==> src/sv/iu2x_pkg.sv <==
package iu2x_pkg;

  localparam int PIX_W       = 8;
  localparam int DIM_W       = 11;
  localparam int COORD_W     = 11;
  localparam int CFG_INDEX_W = 1;
  localparam int QUEUE_DEPTH = 4;
  localparam int QPTR_W      = $clog2(QUEUE_DEPTH);

  localparam int DEF_MAX_WIDTH  = 1024;
  localparam int DEF_MAX_HEIGHT = 1024;

  localparam logic [CFG_INDEX_W-1:0] REG_IMAGE_WIDTH  = 1'b0;
  localparam logic [CFG_INDEX_W-1:0] REG_IMAGE_HEIGHT = 1'b1;

  // One source pixel, classified and with all candidate output values worked out.
  typedef struct packed {
    logic [COORD_W-1:0] row2;      // twice the source row
    logic [COORD_W-1:0] col2;      // twice the source column
    logic               above_ok;  // a source row lies above
    logic               left_ok;   // a source column lies to the left
    logic               col_end;   // last source column
    logic               row_end;   // last source row
    logic [PIX_W-1:0]   odd_mid;   // odd row, odd column
    logic [PIX_W-1:0]   odd_here;  // odd row, even column
    logic [PIX_W-1:0]   cur_mid;   // even row, odd column
    logic [PIX_W-1:0]   pixel;     // even row, even column
  } job_t;

  typedef enum logic [2:0] {
    ROW_ABOVE = 3'b001,
    ROW_HERE  = 3'b010,
    ROW_BELOW = 3'b100
  } row_ph_t;

  typedef enum logic [2:0] {
    COL_LEFT  = 3'b001,
    COL_HERE  = 3'b010,
    COL_RIGHT = 3'b100
  } col_ph_t;

endpackage

==> src/sv/iu2x_back.sv <==
module iu2x_back (
  input  logic                         clk,
  input  logic                         rst,
  input  logic                         job_valid,
  input  iu2x_pkg::job_t               job,
  output logic                         pop,
  output logic                         out_valid,
  input  logic                         out_ready,
  output logic [iu2x_pkg::COORD_W-1:0] out_row,
  output logic [iu2x_pkg::COORD_W-1:0] out_col,
  output logic [iu2x_pkg::PIX_W-1:0]   out_value,
  output logic                         run_last
);
  import iu2x_pkg::*;

  logic    active;
  row_ph_t row_ph;
  col_ph_t col_ph;

  row_ph_t cur_row;
  col_ph_t cur_col;
  col_ph_t first_col;
  row_ph_t next_row;
  col_ph_t next_col;
  logic    has_next_row;
  logic    row_done;
  logic    job_done;
  logic    load;

  logic [COORD_W-1:0] row_n;
  logic [COORD_W-1:0] col_n;
  logic [PIX_W-1:0]   value_n;

  always_comb begin
    first_col = job.left_ok ? COL_LEFT : COL_HERE;
    cur_row   = active ? row_ph : (job.above_ok ? ROW_ABOVE : ROW_HERE);
    cur_col   = active ? col_ph : first_col;

    row_done = (cur_col == COL_RIGHT) || ((cur_col == COL_HERE) && !job.col_end);
    next_col = (cur_col == COL_LEFT) ? COL_HERE : COL_RIGHT;

    case (cur_row)
      ROW_ABOVE: begin
        has_next_row = 1'b1;
        next_row     = ROW_HERE;
        row_n        = job.row2 - 1'b1;
      end
      ROW_HERE: begin
        has_next_row = job.row_end;
        next_row     = ROW_BELOW;
        row_n        = job.row2;
      end
      default: begin
        has_next_row = 1'b0;
        next_row     = ROW_BELOW;
        row_n        = job.row2 + 1'b1;
      end
    endcase

    case (cur_col)
      COL_LEFT:  col_n = job.col2 - 1'b1;
      COL_HERE:  col_n = job.col2;
      default:   col_n = job.col2 + 1'b1;
    endcase

    if (cur_row == ROW_ABOVE) begin
      value_n = (cur_col == COL_LEFT) ? job.odd_mid : job.odd_here;
    end else begin
      value_n = (cur_col == COL_LEFT) ? job.cur_mid : job.pixel;
    end

    job_done = row_done && !has_next_row;
    load     = job_valid && (!out_valid || out_ready);
    pop      = load && job_done;
  end

  always_ff @(posedge clk) begin
    if (rst) begin
      active <= 1'b0;
      row_ph <= ROW_HERE;
      col_ph <= COL_HERE;
    end else if (load) begin
      if (job_done) begin
        active <= 1'b0;
      end else begin
        active <= 1'b1;
        if (row_done) begin
          row_ph <= next_row;
          col_ph <= first_col;
        end else begin
          row_ph <= cur_row;
          col_ph <= next_col;
        end
      end
    end
  end

  always_ff @(posedge clk) begin
    if (rst) begin
      out_valid <= 1'b0;
    end else if (load) begin
      out_valid <= 1'b1;
    end else if (out_ready) begin
      out_valid <= 1'b0;
    end
  end

  always_ff @(posedge clk) begin
    if (load) begin
      out_row   <= row_n;
      out_col   <= col_n;
      out_value <= value_n;
      run_last  <= job_done;
    end
  end

endmodule

==> config.mk <==
export PLATFORM = sky130hd
export DESIGN_NAME = iu2x_back
export DESIGN_NICKNAME = d
export VERILOG_FILES = /design/src/sv/iu2x_pkg.sv /design/src/sv/iu2x_back.sv
export SDC_FILE = /design/constraint.sdc
export NUM_CORES = 1
export LEC_CHECK = 0
export BUFFER_PORTS_ARGS = -buffer_cell sky130_fd_sc_hd__clkbuf_2
export CAP_MARGIN = 20
export CORE_MARGIN = 2
export CORE_UTILIZATION = 54
export DETAILED_ROUTE_END_ITERATION = 12
export PLACE_DENSITY = 0.86
export SYNTH_ARGS = -nofsm -noshare
export SYNTH_HDL_FRONTEND = slang
export SYNTH_SLANG_ARGS = --single-unit
export TNS_END_PERCENT = 50
==> constraint.sdc <==
create_clock -name clk -period 7.4 [get_ports clk]
set_input_delay 1.48 -clock clk [delete_from_list [all_inputs] [get_ports clk]]
set_output_delay 1.48 -clock clk [all_outputs]
set_load 0.02 [all_outputs]
==> impl_metrics.csv <==
group,metric,value,unit
outcome,outcome,"completed",
synth,synth_ff_type,"edfxtp_1",
synth,async_flop_share,0,%
synth,seq_area_frac_synth,42.1,%
synth,yosysWarnings,0,
clock_network,cts.sinks,39,
routing,drt_iter0_drc,157,
synth,synth_area_leaders,"edfxtp_1 (36%), nand2_1 (7.5%), dfxtp_1 (6.2%)",
finish,syn2layout_area_growth,22.5,%
power,cellPowerDensity,192,nW/um^2
synth,synth_cell_types,58,
job,max_cap_viol_count,0,
setup_path,worstPathMaxFanout,21,
setup_path,end_kind,"output port",
placed_design,port_buffers,94,
setup_path,r2r_cells,9,
synth,synth_nets,352,
clock_network,cts_setup_buffers,0,
floorplan,die_h,73.3,um
setup_path,timing.rr.start,"active",
finish,diodes,0,
floorplan,start_util,55.3,%
clock_network,cts_hold_buffers,0,
clock_network,cts_tree,"built",
routing,wire_per_inst,14.3,um
power,power.leakage,1.42,nW
sta,tns,0,ns
global_routing,antenna_found_initial,0,
clock_network,cts_buffers,5,
global_routing,grt_max_degree,28,
finish,nNetsFinal,444,
routing,drc,0,
floorplan,dieArea,5370,um^2
sta,rsz0062_at_grt,"no",
global_routing,grt_overflow,0,
sta,hold_viol,0,
sta,drv_slew,0,
worst_hold_path,min_path_type,"register to register",
setup_path,r2r_setup_slack,3.58,ns
sta,tightest_slew,0.913,ns
sta,period_needed,4.73,ns
setup_path,startpoint,"job[35]",
synth,synth_cells,279,
floorplan,die_w,73.3,um
routing,drtAntennaViolNets,0,
sta,fmax,211,MHz
routing,vias,2468,
synth,syn_area_per_cell,9.30,um^2
synth,netlist_area,2590,um^2
synth,yosys.area.top_type_share,35.9,%
global_routing,grt_pass1_vias,2193,
routing,drtPass1Iterations,5,
sta,slew_headroom,38.8,%
power,ir_drop,0.0973,mV
placed_design,dp_hpwl,4490,um
setup_path,critPathLaunchType,"input port",
worst_hold_path,hp-start,"row_ph[0]",
floorplan,rows,25,
setup_path,worstPathArrival,3.25,ns
clock_network,cts.path.max_buffers,2,
routing,drt_wl_total,6090,um
synth,yosys.cell_count.top_type,"nand2_1",
floorplan,core_area,4690,um^2
synth,synth_enable_flop_cells,31,
sta,fin_skew,0.00922,ns
synth,yosysTopAreaCell,"edfxtp_1",
finish,drive_gt1_share,32.3,%
synth,synth_common_cells,"nand2_1 (52), edfxtp_1 (31), o21ai_0 (24)",
worst_hold_path,whs_path_depth,2,
setup_path,worstSetupPathType,"input port to output port",
finish,finalCoreUtilization,67.7,%
sta,fin_crit_sh,64.0,%
clock_network,htree_num_levels,2,
placed_design,place.gp.congestion,0.924,
clock_network,insertion_delay,0.29,ns
sta,finalSetupViolCount,0,
clock_network,clk_pin_slew,0.08,ns
clock_network,cts_root_buf,"clkbuf_8",
power,total_power,0.611,mW
setup_path,r2r_end,"out_row[10]",
setup_path,crit_required,5.92,ns
clock_network,cts.repair.resized,0,
global_routing,grt.total_usage,22.2,%
global_routing,grt_pass1_wl,9280,um
worst_hold_path,hold_end,"row_ph[0]",
synth,ys_ff_latch,39,
routing,routed_via_density,5.79,
floorplan,pin_count,95,
[how the worst max path moves through the flow]
stage / to / slack (ns)
6_report: pop / 2.67
5_1_grt: pop / 2.47
4_1_cts: pop / 2.68
3_5_place_dp: pop / 2.68
3_3_place_gp: pop / 2.71
2_1_floorplan: out_row[10] / 3.31
[power breakdown]
group | switching [mW] | total, mW | internal [mW]
Sequential | 0.00771 | 0.270 | 0.263
Clock | 0.0762 | 0.161 | 0.0851
Combinational | 0.108 | 0.180 | 0.0715
Total | 0.192 | 0.611 | 0.419
[registers in the layout, indices dropped and copies added, names as in the netlist]
signal / cells
out_row: 11
out_col: 11
col_ph: 3
active: 1
run_last: 1
out_valid: 1
out_value: 8
row_ph: 3
[metal layers]
metal	GRT usage, %	up-vias	wire length [um]
met5	0	-	0
met2	37.7	114	2850
met1	27.1	1121	2660
met4	10.1	0	140
li1	-	1220	-
met3	4.66	13	428
[metrics by stage]
step | cells | area [um^2] | hold WS (ns) | setup slack, ns
after floorplan | 279 | 2590 | 0.466 | 3.31
after global placement | 418 | 3070 | 0.486 | 2.71
after detailed placement | 418 | 3070 | 0.495 | 2.68
after CTS | 426 | 3180 | 0.507 | 2.68
after global routing | 426 | 3180 | 0.545 | 2.47
final | 426 | 3180 | 0.510 | 2.67
[worst max-delay path, cell delays in order]
cell and delay [ns]:
clkbuf_2 0.08, nand2b_1 0.12, o21a_1 0.38, inv_1 0.40
a221o_2 0.47, nor2_1 0.13, clkbuf_2 0.19
[layout by cell type (no fill, tap or decap), drive strengths merged, types with 10 or more instances in the layout]
cell type / instances
and3: 11
clkbuf: 101
a31oi: 11
a21oi: 15
edfxtp: 31
ha: 10
o21ai: 24
nor2: 11
xnor2: 15
nand2: 52
[final cells by class]
type                            instances  area (um^2)
Fill cell                             397         1520
Clock buffer                            7         96.3
Sequential cell                        39         1090
Clock inverter                          1         6.26
Tap cell                               54         67.6
Multi-Input combinational cell        221         1400
Inverter                                8         30.0
Timing Repair Buffer                   96          485
[kinds of logic after synthesis]
group,count (synthesis),synth area share (%)
AO/OA/AOI/OAI,76,18.6
XOR/XNOR,20,6.75
adder cells (fa/ha/maj),11,5.60
buffers and inverters,19,3.96
flip-flops,39,42.1
multiplexers,2,0.868
AND/OR/NAND/NOR,112,22.1
(Power assumes the default switching activity.)
