[src/sv/iu2x_pkg.sv]
package iu2x_pkg;

  localparam int PIX_W       = 8;
  localparam int DIM_W       = 11;
  localparam int COORD_W     = 11;
  localparam int CFG_INDEX_W = 1;
  localparam int QUEUE_DEPTH = 4;
  localparam int QPTR_W      = $clog2(QUEUE_DEPTH);

  localparam int DEF_MAX_WIDTH  = 1024;
  localparam int DEF_MAX_HEIGHT = 1024;

  localparam logic [CFG_INDEX_W-1:0] REG_IMAGE_WIDTH  = 1'b0;
  localparam logic [CFG_INDEX_W-1:0] REG_IMAGE_HEIGHT = 1'b1;

  // One source pixel, classified and with all candidate output values worked out.
  typedef struct packed {
    logic [COORD_W-1:0] row2;      // twice the source row
    logic [COORD_W-1:0] col2;      // twice the source column
    logic               above_ok;  // a source row lies above
    logic               left_ok;   // a source column lies to the left
    logic               col_end;   // last source column
    logic               row_end;   // last source row
    logic [PIX_W-1:0]   odd_mid;   // odd row, odd column
    logic [PIX_W-1:0]   odd_here;  // odd row, even column
    logic [PIX_W-1:0]   cur_mid;   // even row, odd column
    logic [PIX_W-1:0]   pixel;     // even row, even column
  } job_t;

  typedef enum logic [2:0] {
    ROW_ABOVE = 3'b001,
    ROW_HERE  = 3'b010,
    ROW_BELOW = 3'b100
  } row_ph_t;

  typedef enum logic [2:0] {
    COL_LEFT  = 3'b001,
    COL_HERE  = 3'b010,
    COL_RIGHT = 3'b100
  } col_ph_t;

endpackage

[src/sv/iu2x_queue.sv]
module iu2x_queue (
  input  logic           clk,
  input  logic           rst,
  input  logic           push,
  input  iu2x_pkg::job_t push_job,
  output logic           full,
  input  logic           pop,
  output logic           head_valid,
  output iu2x_pkg::job_t head
);
  import iu2x_pkg::*;

  job_t              slots [QUEUE_DEPTH];
  logic [QPTR_W-1:0] wr_ptr;
  logic [QPTR_W-1:0] rd_ptr;
  logic [QPTR_W:0]   count;

  assign full       = (count == (QPTR_W + 1)'(QUEUE_DEPTH));
  assign head_valid = (count != '0);
  assign head       = slots[rd_ptr];

  always_ff @(posedge clk) begin
    if (rst) begin
      wr_ptr <= '0;
      rd_ptr <= '0;
      count  <= '0;
    end else begin
      if (push) begin
        wr_ptr <= wr_ptr + 1'b1;
      end
      if (pop) begin
        rd_ptr <= rd_ptr + 1'b1;
      end
      if (push && !pop) begin
        count <= count + 1'b1;
      end else if (pop && !push) begin
        count <= count - 1'b1;
      end
    end
  end

  always_ff @(posedge clk) begin
    if (push) begin
      slots[wr_ptr] <= push_job;
    end
  end

endmodule

[config.mk]
export PLATFORM = sky130hd
export DESIGN_NAME = iu2x_queue
export DESIGN_NICKNAME = d
export VERILOG_FILES = /design/src/sv/iu2x_pkg.sv /design/src/sv/iu2x_queue.sv
export SDC_FILE = /design/constraint.sdc
export NUM_CORES = 1
export LEC_CHECK = 0
export BUFFER_PORTS_ARGS = -buffer_cell sky130_fd_sc_hd__buf_4
export CAP_MARGIN = 20
export CORE_MARGIN = 4
export CORE_UTILIZATION = 57
export DETAILED_ROUTE_END_ITERATION = 8
export GPL_TIMING_DRIVEN = 0
export PLACE_DENSITY = 0.87
export SLEW_MARGIN = 20
export SYNTH_ARGS = -nofsm -noshare
export SYNTH_HDL_FRONTEND = slang
export SYNTH_SLANG_ARGS = --single-unit
[constraint.sdc]
create_clock -name clk -period 3.26 [get_ports clk]
set_input_delay 0.326 -clock clk [delete_from_list [all_inputs] [get_ports clk]]
set_output_delay 0.326 -clock clk [all_outputs]
set_load 0.05 [all_outputs]
==> results.md, run 1 <==
* #FFs+latches synth at 241
* Commonest non-fill, non-tap cell in the layout: edfxtp_1
* Initial antenna violation count at 0
* CTS tree: built
* CTS Hold Bufs at 0
* Routed wire length at 15.8 mm
* Dpl hpwl at 9.79 mm
* Routability cong. at 0.733
* Synth-to-Final Area Change at 22.6%
* Ys Warns at 0
* Flop2flop setup slack at 1610 ps
* Mapped Cells at 347
* CTS resizes at 0
* Placed Cells at 659
* RSZ-0062 raised after global routing: no
* Part of the cycle the worst path needs at 73.9%
* WP data required at 2930 ps
* CP max stage delay at 390 ps
* Dpl ws at 1330 ps
* Post-layout min period at 2410 ps
* Worst Tran Pin Value at 650 ps
* PortBufs at 120
* Top Ports at 122
* Clock Sinks at 241
* CTS root buf: clkbuf_16
* Postcts setup bufs at 0
* Max Fclk at 415 MHz
* Initial drt markers at 166
* Status: complete, no violations
* Hold WS at 25.6 ps
* Largest net degree at the start of global routing at 33
* All-Layer GR Usage at 18.1%
* Worst vdd ir at 0.430 mV
* Register area at 0.00715 mm2
* Setup ws final at 850 ps
* Die X at 132 um
* Library cells used by synthesis at 22
* H-Tree Depth at 1
* Share of cells above drive strength 1 at 45.0%
* Skew-Pair Late Insertion Delay at 490 ps
* Core Area at 0.0152 mm2
* Setup Skew at 4.72 ps
* Max_slew headroom at 56.7%
* Setup TNS at 0 ps
* Clk slew on worst S/H paths at 60 ps
* Pwr Total at 7.38 mW
* Site Rows at 45
* Initial Utilization at 58.0%
* DR vias at 3993
* Avg Cell Area, Syn at 25.4 um2
* Vias in the first global route at 4391
* Worst Setup Path Type: reg -> out
* Die ar. at 0.0175 mm2
* Worst setup path endpoint: head[36]
* First-pass GRT wire length at 24.8 mm
* Hold/Removal Path Class: in -> reg
* Final hold vios at 0
* Final setup fails at 0
* Cell Area, Synth at 0.00882 mm2
* Final #Nets at 565
* DRC viols at 0
* Sequential area share after synthesis at 81.0%
* Most frequent cells in the layout: 232 x edfxtp_1, 123 x buf_4, 58 x mux4_2, 25 x clkbuf_16, 9 x dfxtp_1
* Power density over the cells at 682 mW/mm2
* Critical path's slowest cell: dfxtp_1
* Path depth of the worst reg2reg path at 4
* Post-route ant nets at 0
* Total CTS buffers at 24
* RR Endpoint: slots[2][32]
* Worst Setup Start Kind: flop
* Fill count at 906
* Slew Viols, Final at 0
* GR Overflow Total at 0
* CTS Buffer Depth at 3
* MaxCap Viol Count at 0
* Leakage Power at 3.71 nW
* CP dominant cell by count: buf_2
* Final Non-Filler Cells at 703
* WP data arrival at 2080 ps
* Critical Path Fanout Max at 10
* WL/cell at 22.4 um
* FF-to-FF Start: wr_ptr[0]
* Ant. Diodes at 0
* Syn nets at 415
* Vias per cell at 5.68
* Die H at 132 um
* Cell breakdown of the critical path: buf_2 > buf_2 > mux4_2 > buf_4
* Area occupied by multi-input gates at 0.00155 mm2
* Drt first pass iters at 4
* Worst Setup End Kind: output port
-- cells by family (layout without fill, tap and decap cells) --
logic type | count (synthesis) | in the layout | synth area share [%]
flip-flops | 241 | 241 | 81.0
multiplexers | 60 | 60 | 15.0
buffers and inverters | 18 | 186 | 1.57
AND/OR/NAND/NOR | 15 | 15 | 0.851
adder cells (fa/ha/maj) | 6 | 6 | 0.936
XOR/XNOR | 5 | 5 | 0.496
AO/OA/AOI/OAI | 2 | 2 | 0.113
-- Yosys cell counts --
cell type  instances  share of area [%]
buf_12             3               0.68
clkbuf_1           1              0.043
xnor2_1            2               0.20
nand2_1            1              0.043
fa_1               1               0.23
a21oi_1            1              0.057
inv_1              4               0.17
dfxtp_1            9                2.0
buf_2              3               0.17
buf_6              1               0.13
edfxtp_1         232                 79
or3_1              2               0.14
buf_4              3               0.26
nor3b_1            1              0.085
mux2i_1            2               0.23
xor2_1             3               0.30
ha_1               5               0.71
nor2_1             7               0.30
buf_1              3               0.13
mux4_2            58                 15
o21ai_0            1              0.057
and2_1             4               0.28
-- worst max-delay path, delay by kind of cell, from the launching register on --
kind	cells	cell delay (ps)
buffers and inverters	3	810
DFF	1	390
muxes	1	380
-- flip-flops by register name (all words and copies together), names as in the netlist, named ones only --
| signal | flops |
|---|---|
| wr_ptr | 2 |
| rd_ptr | 2 |
| count | 3 |
| slots | 232 |
-- per-layer routing --
metal | global-route usage [%] | part of all wire [%]
met1 | 25.0 | 41
met2 | 30.7 | 52
met5 | 0 | 0
met4 | 4.10 | 1.9
met3 | 3.46 | 5.7
-- worst min-delay path by stage --
stage                     start          end  slack (ps)  depth (start not counted)
finish              push_job[8]  slots[3][8]          30                          1
global route        push_job[8]  slots[3][8]           6                          1
CTS                 push_job[8]  slots[3][8]           4                          1
detailed placement     count[2]     count[2]         500                          2
global placement       count[2]     count[2]         470                          2
floorplan           push_job[0]  slots[0][0]         420                          0
-- final cells by class --
cell class | instances | area share [%]
well taps | 188 | 2.17
flip-flops and latches | 241 | 66.1
plain buffers | 14 | 1.14
multi-input cells | 88 | 14.3
repair buffers | 124 | 9.07
clock buffers | 29 | 5.92
inverters | 4 | 0.139
clock inverters | 15 | 1.19
-- power by group --
| group | switching, mW | internal [mW] | total, mW | leakage (nW) |
|---|---|---|---|---|
| Sequential | 0.0427 | 3.55 | 3.60 | 2.21 |
| Clock | 1.09 | 1.56 | 2.64 | 0.375 |
| Combinational | 0.719 | 0.415 | 1.13 | 1.13 |
-- metrics by stage --
stage                     utilization [%]  instance area (um2)
after floorplan                         -                 8820
after global placement               65.5                 9960
after detailed placement             66.1                10000
after CTS                            71.2                10800
after global routing                 71.2                10800
final                                71.2                10800
Power figures use the tool's default switching activity.
==> inputs of run 2 (changes only) <==
Settings changed: CORE_UTILIZATION 57 to 51, PLACE_DENSITY 0.87 to 0.83.
Clock period 3.26 ns to 2.15 ns, I/O delays scaled along.
==> run 2 against run 1 <==
Setup slack lost 810 ps. Highest routed layer unchanged. Critical path type unchanged. Utilization decreased by 2.0 points. Critical path depth shrank 1.
==> results.md, run 2 (synthesis results as in run 1) <==
* Power density over the cells at 973 mW/mm2
* WL/cell at 20.4 um
* Critical path's slowest cell: mux4_2
* Clk slew on worst S/H paths at 60 ps
* All-Layer GR Usage at 16.7%
* Largest regs: slots x232, count x3
* WP data arrival at 1890 ps
* H-Tree Depth at 1
* Skew-Pair Late Insertion Delay at 500 ps
* CTS Buffer Depth at 3
* Initial Utilization at 52.6%
* Part of the power in combinational logic at 16.8%
* Int Pwr at 8.52 mW
* Met2 WL at 8.63 mm
* Post-route ant nets at 0
* Buffer and inverter count on the worst path at 2
* Die ar. at 0.0195 mm2
* Vias per cell at 5.33
* Top Ports at 122
* Routed metal-1 wirelength at 6.49 mm
* Most frequent cells in the layout: 232 x edfxtp_1, 109 x buf_4, 58 x mux4_2, 58 x dlygate4sd3_1, 26 x clkbuf_16
* Max Fclk at 475 MHz
* Site Rows at 47
* Worst Setup Path Type: reg -> out
* Final #Nets at 629
* Final Core Density at 69.2%
* Initial drt markers at 225
* Worst Tran Pin Value at 433 ps
* Worst vdd ir at 0.817 mV
* Routed wire length at 16.2 mm
* Max reg flops at 232
* WP data required at 1930 ps
* Sw power at 2.76 mW
* Reg power frac at 48.4%
* Clk pwr share at 34.8%
* CP max stage delay at 560 ps
* PortBufs at 120
* Routability cong. at 0.700
* Ant. Diodes at 0
* Total CTS buffers at 25
* Leakage Power at 4.02 nW
* First-pass GRT wire length at 25.6 mm
* Post-layout min period at 2110 ps
* Hold/Removal Path Class: in -> reg
* MaxCap Viol Count at 0
* DR vias at 4249
* DRC viols at 0
* Worst Setup End Kind: output port
* Drt first pass iters at 4
* Top routing layer used: met4
* Top reg by flops: slots
* Worst Setup Start Kind: flop
* Crit path max-delay family: multiplexers
* Commonest non-fill, non-tap cell in the layout: edfxtp_1
* Cell breakdown of the critical path: buf_4 > mux4_2 > buf_4
* Met3 Wirelength at 882 um
* Critical Path Fanout Max at 10
* Setup TNS at 0 ps
* Slew Viols, Final at 0
* Synth-to-Final Area Change at 31.4%
* GR Overflow Total at 0
* Dpl hpwl at 9.69 mm
* RSZ-0062 raised after global routing: yes
* CP dominant cell by count: buf_4
* Share of cells above drive strength 1 at 40.6%
* Final setup fails at 0
* Clock Sinks at 241
* Max_slew headroom at 71.1%
* Setup Skew at 5.69 ps
* CTS tree: built
* Sw frac at 24.5%
* Status: complete, no violations
* Core Area at 0.0168 mm2
* Die X at 140 um
* Largest net degree at the start of global routing at 35
* Vias in the first global route at 4630
* Initial antenna violation count at 0
* CTS root buf: clkbuf_16
* Part of the cycle the worst path needs at 97.9%
* Final hold vios at 0
* Die H at 140 um
==> run 2: cell types whose count changed in the layout (fill, tap and decap cells not counted), sizes merged <==
cell	change
clkinvlp	-2
clkinv	-3
buf	+4
dlygate4sd3	+58
clkbuf	+5
==> run 2: stage by stage <==
step / cell area (um2) / power (mW) / setup slack [ps] / hold WS [ps] / cells
after floorplan: 8830 / 6.72 / 438 / 314 / 347
after global placement: 10000 / 7.23 / -66.1 / 414 / 687
after detailed placement: 10100 / 7.30 / 330 / 418 / 691
after CTS: 11500 / 11.4 / -0.853 / 17.8 / 793
after global routing: 11600 / 11.7 / -31.1 / 28.7 / 797
final: 11600 / 11.3 / 44.2 / 42.2 / 797
==> run 2: path summary, 6_finish.rpt <==
kind | slack, ps | start | depth (start not counted) | to
setup / recovery | 40 | flop | 3 | head[50]
hold / removal | 40 | pop | 3 | rd_ptr[0]
setup reg to reg | 470 | wr_ptr[0] | 4 | slots[0][26]
hold reg to reg | 540 | rd_ptr[1] | 2 | rd_ptr[1]
==> run 2: routing by layer <==
layer	track usage (%)	up-vias
li1	-	1901
met1	22.0	2195
met2	29.4	131
met3	3.22	22
met4	3.67	0
met5	0	-
==> run 2: layout make-up <==
class	count	area, um2
Sequential cell	241	7150
Fill cell	1028	5170
Timing Repair Buffer	188	1720
Multi-Input combinational cell	88	1550
Clock buffer	33	656
Tap cell	220	275
Buffer	13	135
Clock inverter	10	92.6
Inverter	4	15.0
==> run 2: power groups by stage <==
stage	clock network, mW	logic (mW)	registers [mW]
global placement	0	1.68	5.54
global route	4.24	1.99	5.47
finish	3.93	1.89	5.46
floorplan	0	1.18	5.53
detailed placement	0	1.74	5.55
CTS	4.02	1.88	5.46
==> run 2: worst min-delay path: cells and delay by family <==
| kind | cells | cell delay [ps] |
|---|---|---|
| buf+inv | 1 | 110 |
| xor+xnor | 1 | 100 |
| simple gates | 1 | 80 |
==> run 2: timing repair <==
item                                   4_1_cts  5_1_grt
setup endpoints to repair                   50       35
setup buffers                                1        3
hold buffers                                58        0
gates resized for setup                     22       10
pin swaps                                    0        0
endpoints found under the hold margin      232        0
cloned                                       1        1
==> inputs of run 3 (changes only) <==
Settings changed: CELL_PAD_IN_SITES_DETAIL_PLACEMENT from default to 1, CELL_PAD_IN_SITES_GLOBAL_PLACEMENT from default to 1, CORE_UTILIZATION 51 to 45.
==> run 3 against run 2 <==
Sequential power barely moved. Combinational power increased by 4%. Die area rose by 13%. Power increased by 5.1%. Utilization is 7.0 points lower. Cell area rose by 2.0%. Global-route usage rose by 0.87 points. Fmax down 2.8%. Highest routed layer unchanged. The flow now finishes with violations (negative setup slack). Largest power group unchanged.
==> results.md, run 3 (synthesis results as in run 1) <==
* Cell breakdown of the critical path: buf_6 > buf_12 > buf_8 > mux4_2 > buf_8
* Top reg by flops: slots
* Max Fclk at 461 MHz
* Hold/Removal Path Class: in -> reg
* Buffer and inverter count on the worst path at 4
* Placed Cells at 731
* Max_slew headroom at 73.8%
* GR Overflow Total at 0
* Fill count at 1589
* Vias in the first global route at 4875
* Final Non-Filler Cells at 839
* Crit path max-delay family: buffers and inverters
* Final Core Density at 62.2%
* WP data arrival at 1950 ps
* Die ar. at 0.0219 mm2
* Clock Sinks at 241
* Setup Skew at 13.8 ps
* Worst vdd ir at 0.680 mV
* Setup TNS at -58.5 ps
* Most frequent cells in the layout: 232 x edfxtp_1, 95 x buf_4, 58 x mux4_2, 58 x dlygate4sd3_1, 32 x buf_6
* Slew Viols, Final at 0
* CTS tree: built
* Ant. Diodes at 0
* Worst Setup End Kind: output port
* Leakage Power at 4.09 nW
* First-pass GRT wire length at 29.3 mm
* Worst Tran Pin Value at 394 ps
* Vias per cell at 5.11
* Register area at 0.00715 mm2
* Top Ports at 122
* Max reg flops at 232
* PortBufs at 120
* Power density over the cells at 1000 mW/mm2
* Routability cong. at 0.700
* Clk slew on worst S/H paths at 60 ps
* Largest regs: slots x232, count x3
* Placement Cell Area at 0.0102 mm2
* WL/cell at 22.5 um
* Setup ws final at -17.2 ps
* CTS Buffer Depth at 3
* WP data required at 1930 ps
* Critical path's slowest cell: mux4_2
* Area occupied by multi-input gates at 0.00155 mm2
* Site Rows at 50
* Core Area at 0.0190 mm2
* CTS root buf: clkbuf_16
* Flop2flop setup slack at 520 ps
* RSZ-0062 raised after global routing: yes
* Final #Nets at 629
* Part of the cycle the worst path needs at 101%
* Die X at 148 um
* DR vias at 4288
* Worst Setup Start Kind: flop
* Critical Path Fanout Max at 7
* Final hold vios at 0
* DRC viols at 0
* Post-route ant nets at 0
* Share of cells above drive strength 1 at 41.1%
* Final setup fails at 9
* Drt first pass iters at 4
* CP max stage delay at 550 ps
* Violated checks: negative setup slack
* Total CTS buffers at 25
* Initial Utilization at 46.4%
* Status: complete, but fails checks
* Worst Setup Path Type: reg -> out
* Synth-to-Final Area Change at 34.0%
* Routed wire length at 18.9 mm
* Post-layout min period at 2170 ps
* Commonest non-fill, non-tap cell in the layout: edfxtp_1
* Largest net degree at the start of global routing at 43
* H-Tree Depth at 1
* MaxCap Viol Count at 0
* Initial antenna violation count at 0
* Die H at 148 um
* CP dominant cell by count: buf_8
* Dpl hpwl at 10.8 mm
* Skew-Pair Late Insertion Delay at 500 ps
* All-Layer GR Usage at 17.6%
* Initial drt markers at 205
* Design area at 0.0118 mm2
## run 3: layout make-up
type | instances | share of cell area (%)
clock buffer | 35 | 5.69
tap | 260 | 2.75
inverter | 4 | 0.127
sequential | 241 | 60.4
clock inverter | 10 | 1.48
timing repair buffer | 187 | 15.1
buffer | 14 | 1.27
multi-input combinational | 88 | 13.1
## run 3: per-layer routing
metal	GRT usage, %	routed length (um)
met1	22.4	7440
met2	31.6	10200
met3	3.46	963
met5	0	0
met4	3.79	331
## run 3: power by group
group | total, mW | switching, mW | internal (mW)
clock network | 4.44 | 1.66 | 2.78
registers | 5.46 | 0.0693 | 5.39
logic | 1.96 | 1.16 | 0.797
## run 3: stage by stage
step	worst slack [ps]	hold WS (ps)	power, mW
floorplan	438	314	6.72
global placement	-115	413	7.24
detailed placement	300	417	7.32
CTS	-67.6	0.643	12.0
global route	-98.3	22.9	12.3
finish	-17.2	26.4	11.9
## run 3: repair_timing
item                       in CTS  in global routing
hold endpoints to repair      232                  0
buffers inserted                3                  0
hold buffers                   58                  0
resized for setup              40                  5
setup endpoints to repair      50                 56
gates cloned                    1                  1
pin swaps                       0                  0
## run 3: path summary, 6_finish.rpt
path	start	endpoint	cells past startpoint
worst max-delay path	flop	head[57]	5
worst min-delay path	pop	rd_ptr[0]	3
worst max register to register	wr_ptr[1]	slots[0][27]	4
worst min register to register	count[2]	count[2]	2
## run 3: worst min-delay path: stages
cell and delay [ps]:
buf_4 110, xnor2_1 90, nor2_1 80
